[src/rtl/core/nibble_rle_encoder_assert.svh]
// Assertion macros shared by the nibble RLE encoder modules
`ifndef NIBBLE_RLE_ENCODER_ASSERT_SVH
`define NIBBLE_RLE_ENCODER_ASSERT_SVH

// same-cycle implication, clocked on i_clk, off during reset
`define NRE_ASSERT_NOW(label, ante, cons) \
    label: assert property (@(posedge i_clk) disable iff (!i_rst_n) (ante) |-> (cons)) \
        else $error("nre: same-cycle check failed");

// next-cycle implication, clocked on i_clk, off during reset
`define NRE_ASSERT_NEXT(label, ante, cons) \
    label: assert property (@(posedge i_clk) disable iff (!i_rst_n) (ante) |=> (cons)) \
        else $error("nre: next-cycle check failed");

`endif

[src/rtl/core/nre_pkg.sv]
// Shared types and constants for the nibble RLE encoder
package nre_pkg;

    localparam int SYM_W           = 4;
    localparam int LEN_W           = 5;
    localparam int BYTE_W          = 8;
    localparam int LONGEST_RUN_DEF = 17;
    localparam int FIFO_DEPTH      = 4;

    localparam logic MODE_SYMBOL = 1'b0;
    localparam logic MODE_FLUSH  = 1'b1;

    typedef struct packed {
        logic [1:0]        nbytes;
        logic [BYTE_W-1:0] data0;
        logic [BYTE_W-1:0] data1;
    } t_enc_out;

endpackage

[src/rtl/core/nre_encode.sv]
// Run tracking, nibble sequencing and byte packing for one transaction
`include "nibble_rle_encoder_assert.svh"

module nre_encode import nre_pkg::*; #(
    parameter int LONGEST_RUN = LONGEST_RUN_DEF
) (
    input  logic             i_clk,
    input  logic             i_rst_n,
    input  logic             i_fire,
    input  logic             i_mode,
    input  logic [SYM_W-1:0] i_symbol,
    output t_enc_out         o_res
);

    localparam logic [LEN_W-1:0] MAX_LEN = LEN_W'(LONGEST_RUN);

    logic [SYM_W-1:0] r_run_symbol, n_run_symbol;
    logic [LEN_W-1:0] r_run_length, n_run_length;
    logic [SYM_W-1:0] r_held_nibble, n_held_nibble;
    logic             r_held_valid, n_held_valid;

    logic             flush;
    logic             close;
    logic [LEN_W-1:0] len_m2;
    logic [SYM_W-1:0] nib [4];
    logic [2:0]       k;

    assign len_m2 = r_run_length - LEN_W'(2);

    always_comb begin
        flush = (i_mode == MODE_FLUSH);
        close = flush || (i_symbol != r_run_symbol) || (r_run_length >= MAX_LEN);
        for (int i = 0; i < 4; i++) begin
            nib[i] = '0;
        end
        k = 3'd0;
        if (r_held_valid) begin
            nib[0] = r_held_nibble;
            k      = 3'd1;
        end
        if (close && r_run_length >= LEN_W'(1)) begin
            nib[k[1:0]] = r_run_symbol;
            k           = k + 3'd1;
        end
        if (close && r_run_length >= LEN_W'(2)) begin
            nib[k[1:0]] = r_run_symbol;
            k           = k + 3'd1;
        end
        if (close && r_run_length >= LEN_W'(3)) begin
            nib[k[1:0]] = len_m2[SYM_W-1:0];
            k           = k + 3'd1;
        end
        // pad a dangling nibble on flush
        if (flush && k[0]) begin
            nib[k[1:0]] = '0;
            k           = k + 3'd1;
        end

        o_res.nbytes = k[2:1];
        o_res.data0  = {nib[1], nib[0]};
        o_res.data1  = {nib[3], nib[2]};

        n_held_valid  = k[0];
        n_held_nibble = r_held_nibble;
        if (k[0]) begin
            n_held_nibble = k[1] ? nib[2] : nib[0];
        end

        n_run_symbol = r_run_symbol;
        n_run_length = '0;
        if (!flush) begin
            n_run_symbol = i_symbol;
            n_run_length = (close ? '0 : r_run_length) + LEN_W'(1);
        end
    end

    always_ff @(posedge i_clk) begin
        if (!i_rst_n) begin
            r_run_symbol  <= '0;
            r_run_length  <= '0;
            r_held_nibble <= '0;
            r_held_valid  <= 1'b0;
        end else if (i_fire) begin
            r_run_symbol  <= n_run_symbol;
            r_run_length  <= n_run_length;
            r_held_nibble <= n_held_nibble;
            r_held_valid  <= n_held_valid;
        end
    end

    `NRE_ASSERT_NOW(a_len_bound, 1'b1, r_run_length <= MAX_LEN)
    `NRE_ASSERT_NEXT(a_flush_clears, i_fire && flush, !r_held_valid && r_run_length == '0)

endmodule

[src/rtl/core/nre_ofifo.sv]
// Output byte queue, up to two writes and one read per cycle, the read only when not stalled
`include "nibble_rle_encoder_assert.svh"

module nre_ofifo import nre_pkg::*; (
    input  logic              i_clk,
    input  logic              i_rst_n,
    input  logic              i_fire,
    input  t_enc_out          i_res,
    input  logic              i_stall,
    output logic              o_valid,
    output logic [BYTE_W-1:0] o_data,
    output logic              o_last,
    output logic              o_room
);

    localparam int PTR_W = $clog2(FIFO_DEPTH);
    localparam int CNT_W = $clog2(FIFO_DEPTH + 1);
    localparam logic [CNT_W-1:0] DEPTH_C = CNT_W'(FIFO_DEPTH);

    logic [BYTE_W-1:0] r_mem_data [FIFO_DEPTH];
    logic              r_mem_last [FIFO_DEPTH];
    logic [PTR_W-1:0]  r_wr, n_wr;
    logic [PTR_W-1:0]  r_rd, n_rd;
    logic [CNT_W-1:0]  r_count, n_count;
    logic [CNT_W-1:0]  push_n;
    logic              pop;
    logic [PTR_W-1:0]  wr_p1;

    assign push_n  = i_fire ? CNT_W'(i_res.nbytes) : '0;
    assign o_valid = (r_count != '0);
    assign pop     = o_valid && !i_stall;
    assign o_room  = (r_count <= DEPTH_C - CNT_W'(2));
    assign o_data  = r_mem_data[r_rd];
    assign o_last  = r_mem_last[r_rd];
    assign wr_p1   = r_wr + PTR_W'(1);
    assign n_wr    = r_wr + PTR_W'(push_n);
    assign n_rd    = r_rd + PTR_W'(pop);
    assign n_count = r_count + push_n - CNT_W'(pop);

    always_ff @(posedge i_clk) begin
        if (!i_rst_n) begin
            r_wr    <= '0;
            r_rd    <= '0;
            r_count <= '0;
        end else begin
            r_wr    <= n_wr;
            r_rd    <= n_rd;
            r_count <= n_count;
        end
    end

    always_ff @(posedge i_clk) begin
        if (i_fire && i_res.nbytes != 2'd0) begin
            r_mem_data[r_wr] <= i_res.data0;
            r_mem_last[r_wr] <= (i_res.nbytes == 2'd1);
        end
        if (i_fire && i_res.nbytes == 2'd2) begin
            r_mem_data[wr_p1] <= i_res.data1;
            r_mem_last[wr_p1] <= 1'b1;
        end
    end

    `NRE_ASSERT_NOW(a_cnt_bound, 1'b1, r_count <= DEPTH_C)
    `NRE_ASSERT_NOW(a_no_overrun, i_fire, o_room && i_res.nbytes != 2'd3)

endmodule

[src/rtl/core/nibble_rle_encoder.sv]
// Top level of the nibble run-length encoder
//
//  channel  | handshake                 | payload
//  ---------+---------------------------+------------------------
//  input    | i_in_valid / o_in_stall   | i_mode, i_symbol
//  output   | o_out_valid / i_out_stall | o_out_byte, o_last
//
// A transaction is registered, then encoded combinationally into 0 to 2 bytes
// that go into a four-entry output queue. The output port moves one byte per
// cycle when not stalled, so sustained rate is one transaction per cycle when
// each yields at most one byte and is bound by the output port when each
// yields two. Input stalls while the queue has fewer than two free entries.
// Synchronous reset clears run state and the queue.
module nibble_rle_encoder import nre_pkg::*; #(
    parameter int LONGEST_RUN = LONGEST_RUN_DEF
) (
    input  logic              i_clk,
    input  logic              i_rst_n,
    input  logic              i_in_valid,
    output logic              o_in_stall,
    input  logic              i_mode,
    input  logic [SYM_W-1:0]  i_symbol,
    output logic              o_out_valid,
    input  logic              i_out_stall,
    output logic [BYTE_W-1:0] o_out_byte,
    output logic              o_last
);

    logic             r_in_valid;
    logic             r_in_mode;
    logic [SYM_W-1:0] r_in_symbol;
    logic             room;
    logic             fire;
    t_enc_out         res;

    assign fire       = r_in_valid && room;
    assign o_in_stall = r_in_valid && !room;

    always_ff @(posedge i_clk) begin
        if (!i_rst_n) begin
            r_in_valid <= 1'b0;
        end else if (i_in_valid && !o_in_stall) begin
            r_in_valid <= 1'b1;
        end else if (fire) begin
            r_in_valid <= 1'b0;
        end
    end

    always_ff @(posedge i_clk) begin
        if (i_in_valid && !o_in_stall) begin
            r_in_mode   <= i_mode;
            r_in_symbol <= i_symbol;
        end
    end

    nre_encode #(
        .LONGEST_RUN (LONGEST_RUN)
    ) u_encode (
        .i_clk    (i_clk),
        .i_rst_n  (i_rst_n),
        .i_fire   (fire),
        .i_mode   (r_in_mode),
        .i_symbol (r_in_symbol),
        .o_res    (res)
    );

    nre_ofifo u_ofifo (
        .i_clk   (i_clk),
        .i_rst_n (i_rst_n),
        .i_fire  (fire),
        .i_res   (res),
        .i_stall (i_out_stall),
        .o_valid (o_out_valid),
        .o_data  (o_out_byte),
        .o_last  (o_last),
        .o_room  (room)
    );

endmodule

[config.mk]
export PLATFORM = sky130hd
export DESIGN_NAME = nibble_rle_encoder
export DESIGN_NICKNAME = d
export VERILOG_FILES = /design/src/rtl/core/nre_pkg.sv /design/src/rtl/core/nre_encode.sv /design/src/rtl/core/nre_ofifo.sv /design/src/rtl/core/nibble_rle_encoder.sv
export VERILOG_INCLUDE_DIRS = /design/src /design/src/rtl/core
export SDC_FILE = /design/constraint.sdc
export NUM_CORES = 1
export LEC_CHECK = 0
export BUFFER_PORTS_ARGS = -buffer_cell sky130_fd_sc_hd__buf_2
export CAP_MARGIN = 10
export CORE_ASPECT_RATIO = 0.75
export CORE_UTILIZATION = 40
export CTS_CLUSTER_DIAMETER = 100
export DETAILED_ROUTE_END_ITERATION = 16
export GPL_TIMING_DRIVEN = 0
export SYNTH_ARGS = -nofsm -noshare
export SYNTH_HDL_FRONTEND = slang
export SYNTH_HIERARCHICAL = 1
export SYNTH_SLANG_ARGS = --single-unit
[constraint.sdc]
create_clock -name i_clk -period 6.1 [get_ports i_clk]
set_input_delay 0.305 -clock i_clk [delete_from_list [all_inputs] [get_ports i_clk]]
set_output_delay 0.305 -clock i_clk [all_outputs]
set_load 0.1 [all_outputs]
==> impl_metrics.env <==
export IMPL_run_status="finished, final reports clean"
export IMPL_finalNonFillerCells=518
export IMPL_worst_path_buf_inv=4
export IMPL_leakagePower_nw=1.743
export IMPL_slew_headroom_pct=42.69
export IMPL_r2r_end="u_ofifo/r_count[2]"
export IMPL_end_kind="flip-flop"
export IMPL_numCtsBuffers=9
export IMPL_utilization_pct=47.41
export IMPL_clock_skew_ns=0.005914
export IMPL_synthXorXnorAreaFrac_pct=2.657
export IMPL_root_buffer="clkbuf_16"
export IMPL_hold_viol_final=0
export IMPL_synth_top_family_by_area="multiplexers"
export IMPL_cp_max_fo=11
export IMPL_cts_path_max_buffers=2
export IMPL_wl_per_cell_um=16.83
export IMPL_die_height_um=88.13
export IMPL_synth_top_area_share_pct=28.08
export IMPL_netlist_instances=351
export IMPL_clock_latency_ns=0.33
export IMPL_hold_path_end="r_in_symbol[1]"
export IMPL_vdd_ir_drop_max_v=0.0003174
export IMPL_syn_avg_cell_area_um2=11.27
export IMPL_area_delta_synth_final_pct=15.28
export IMPL_core_um2=9619
export IMPL_timing_final_crit_period_ns=5.581
export IMPL_ys_flop_type="edfxtp_1"
export IMPL_finalNetCount=408
export IMPL_die_w_um=116.8
export IMPL_routed_wirelength_um=8717
export IMPL_avgViaCountPerCell=5.498
export IMPL_drt_iter0_markers=276
export IMPL_rows=31
export IMPL_synth_seq_area_share_pct=41.24
export IMPL_setup_violations=0
export IMPL_drc=0
export IMPL_crit_family="adder cells"
export IMPL_critical_path_class="flip-flop to flip-flop"
export IMPL_ys_types=57
export IMPL_cts_hold_buf=0
export IMPL_io_buffers=19
export IMPL_cts_sinks=63
export IMPL_maxCapViolations=0
export IMPL_yosys_warnings=6
export IMPL_rrSetupSlack_ns=0.52
export IMPL_grt_max_degree=14
export IMPL_cp_start_kind="flip-flop"
export IMPL_h_tree_depth=3
export IMPL_fmaxAchievable_ghz=0.1792
export IMPL_yosys_area_share_adder_pct=5.882
export IMPL_synth_compound_area_share_pct=16.54
export IMPL_sw_frac_of_total_pct=33.37
export IMPL_syn_nets=378
export IMPL_grt_pass1_wl_um=13880
export IMPL_hold_path_depth=1
export IMPL_num_vias=2848
export IMPL_fillCellCount=913
export IMPL_cp_slowest_cell="dfxtp_1"
export IMPL_seqCellArea_um2=1632
export IMPL_r2r_cells=24
export IMPL_yosysTopAreaCell="edfxtp_1"
export IMPL_hold_path_class="input port to flip-flop"
export IMPL_intPower_mw=0.9188
export IMPL_grt_total_usage_pct=18.29
export IMPL_combPwrFrac_pct=26.5
export IMPL_crit_start="u_encode/r_run_length[1]"
export IMPL_grt_pass1_vias=2674
export IMPL_ant_nets=0
export IMPL_cp_required_ns=6.32
export IMPL_worst_pin_slew_ns=0.8564
export IMPL_placedCellCount=502
export IMPL_drive_gt1_share_pct=26.42
export IMPL_clockPowerShare_pct=38.1
export IMPL_period_share_pct=91.49
export IMPL_p_seq_share_pct=35.5
export IMPL_yosys_top_cells_area="edfxtp_1, dfxtp_1, mux2_2"
export IMPL_multi_input_area_um2=2200
export IMPL_synth_simple_area_share_pct=13.09
export IMPL_r2r_start="u_encode/r_run_length[1]"
export IMPL_firstDrtPassIters=4
export IMPL_synth_edf_count=37
export IMPL_power_switching_mw=0.4603
export IMPL_path_cells="inv_2, ha_1, or3b_4, a211oi_4, nand2_2, o21ai_2, ha_1, inv_1, xnor2_2, ha_1, a2bb2oi_1, o22ai_2, ha_1, mux2_4, buf_4, and2_1, nor3_2, nand2b_1, ha_1, inv_1, fa_1, xor2_1, xnor2_1, and2_1"
export IMPL_io_pins=20
export IMPL_crit_top_cell="ha_1"
export IMPL_grt_ovfl_total=0
export IMPL_grt_setup_unrepaired="false"
export IMPL_fp_dieArea_um2=10300
export IMPL_synthArstFlopShare_pct=0
export IMPL_syn_area_um2=3956
export IMPL_initial_core_util_pct=41.13
export IMPL_tritoncts="done"
export IMPL_power_per_cell_area_nw_per_um2=302.4
export IMPL_hold_start="i_symbol[1]"
export IMPL_cp_slowest_stage_delay_ns=0.44
export IMPL_slew_viol_final=0
export IMPL_worstPathArrival_ns=5.80
export IMPL_ys_ff_latch=63
export IMPL_grt_antenna_before_repair=0
export IMPL_antenna_cells=0
export IMPL_gp_congestion=0.8583
export IMPL_place_hpwl_um=6383
export IMPL_muxShareOfSynthArea_pct=16.67
export IMPL_clkTransAtPathRegs_ns=0.05
-- cell type report --
cell class	count	area share, %
multi-input cells	258	48.23
flip-flops and latches	63	35.77
clock buffers	13	5.953
well taps	132	3.621
repair buffers	20	2.250
plain buffers	13	2.003
inverters	16	1.317
clock inverters	3	0.8505
-- sequential cells by signal, summed over array words and instances (netlist names) --
signal                  cells
u_encode/r_held_valid       1
u_ofifo/r_wr                2
u_encode/r_held_nibble      4
u_ofifo/r_mem_last          4
r_in_mode                   1
u_encode/r_run_symbol       4
r_in_valid                  1
u_encode/r_run_length       5
u_ofifo/r_rd                2
r_in_symbol                 4
u_ofifo/r_mem_data         32
u_ofifo/r_count             3
-- worst register-to-register path: cells and delay by family, from the launching register on --
family,cells,cell delay (ns)
fa+ha+maj,6,1.68
simple gates,6,1.34
compound gates,4,0.71
buf+inv,4,0.59
flops,1,0.44
xor+xnor,3,0.39
mux,1,0.31
-- Yosys cell counts (all sizes together) (2+ instances only) --
master and number:
edfxtp 37, mux2 34, dfxtp 26, a21oi 21, nand2 21, nor2 21
ha 17, o21ai 17, inv 16, and2 12, buf 9, mux4 9
a221oi 8, nor2b 8, a21boi 7, a32oi 7, xor2 7, a31oi 6
nor3 6, o21a 6, a2bb2oi 5, clkbuf 5, nand2b 5, xnor2 5
mux2i 4, o22ai 4, and3 3, or3 3, a211oi 2, a22oi 2
and4 2, nor4 2, or3b 2
-- worst max path at each step --
| stage | depth (start not counted) | slack (ns) | to |
|---|---|---|---|
| after global placement | 25 | -0.38 | u_ofifo/r_count[2] |
| after floorplan | 25 | 0.41 | u_ofifo/r_count[2] |
| after global routing | 20 | 0.03 | u_ofifo/r_mem_data[3][1] |
| after detailed placement | 25 | -0.42 | u_ofifo/r_count[2] |
| after CTS | 25 | 0.02 | u_ofifo/r_count[2] |
| final | 24 | 0.52 | u_ofifo/r_count[2] |
-- cell families after synthesis --
group / count (synthesis)
AOI/OAI and AO/OA: 91
xor gates and xnor gates: 12
adders and majority gates: 18
buffers and inverters: 30
DFF: 63
muxes: 47
and+or+nand+nor: 90
-- repair_timing --
action	4_1_cts	5_1_grt
pin swaps	1	0
setup endpoints to repair	20	33
buffers inserted	1	0
endpoints found under the hold margin	0	0
cloned	0	0
gates resized for setup	4	4
-- stage by stage --
step | setup WS (ns) | cell area (um2) | hold WS (ns) | total power, mW | TNS (ns)
3_3_place_gp | -0.3798 | 4217 | 0.4758 | 0.8554 | -2.666
5_1_grt | 0.03367 | 4561 | 0.1424 | 1.434 | 0
3_5_place_dp | -0.4207 | 4217 | 0.4831 | 0.8579 | -3.154
4_1_cts | 0.01785 | 4547 | 0.1428 | 1.389 | 0
6_report | 0.5190 | 4561 | 0.1549 | 1.379 | 0
2_1_floorplan | 0.4145 | 3956 | 0.4039 | 0.7976 | 0
-- cell usage in the layout, fill, tap and decap left out, types with 9 or more instances in the layout --
master     Yosys  routed
nor2_1        21      21
dfxtp_1       26      26
edfxtp_1      37      37
o21ai_0       17      16
and2_1        11      11
nand2_1       20      19
clkbuf_16      0      10
buf_2          1      20
mux2_4         9       9
a21oi_1       21      21
ha_1          17      17
mux4_2         9       9
inv_1         16      15
mux2_2        24      24
-- power groups by stage --
stage	clock network (mW)	registers [mW]	logic [mW]
floorplan	0	0.490	0.307
global placement	0	0.497	0.358
detailed placement	0	0.498	0.360
CTS	0.536	0.489	0.365
global route	0.551	0.492	0.392
finish	0.525	0.489	0.365
-- layer usage --
metal	global-route usage [%]	vias up	wire length, um
met2	27.11	72	3888
met1	26.67	1382	4351
met4	5.063	0	55
met3	4.083	7	421
li1	-	1387	-
met5	0	-	0
Note: power is estimated with default switching activity, not from simulation.
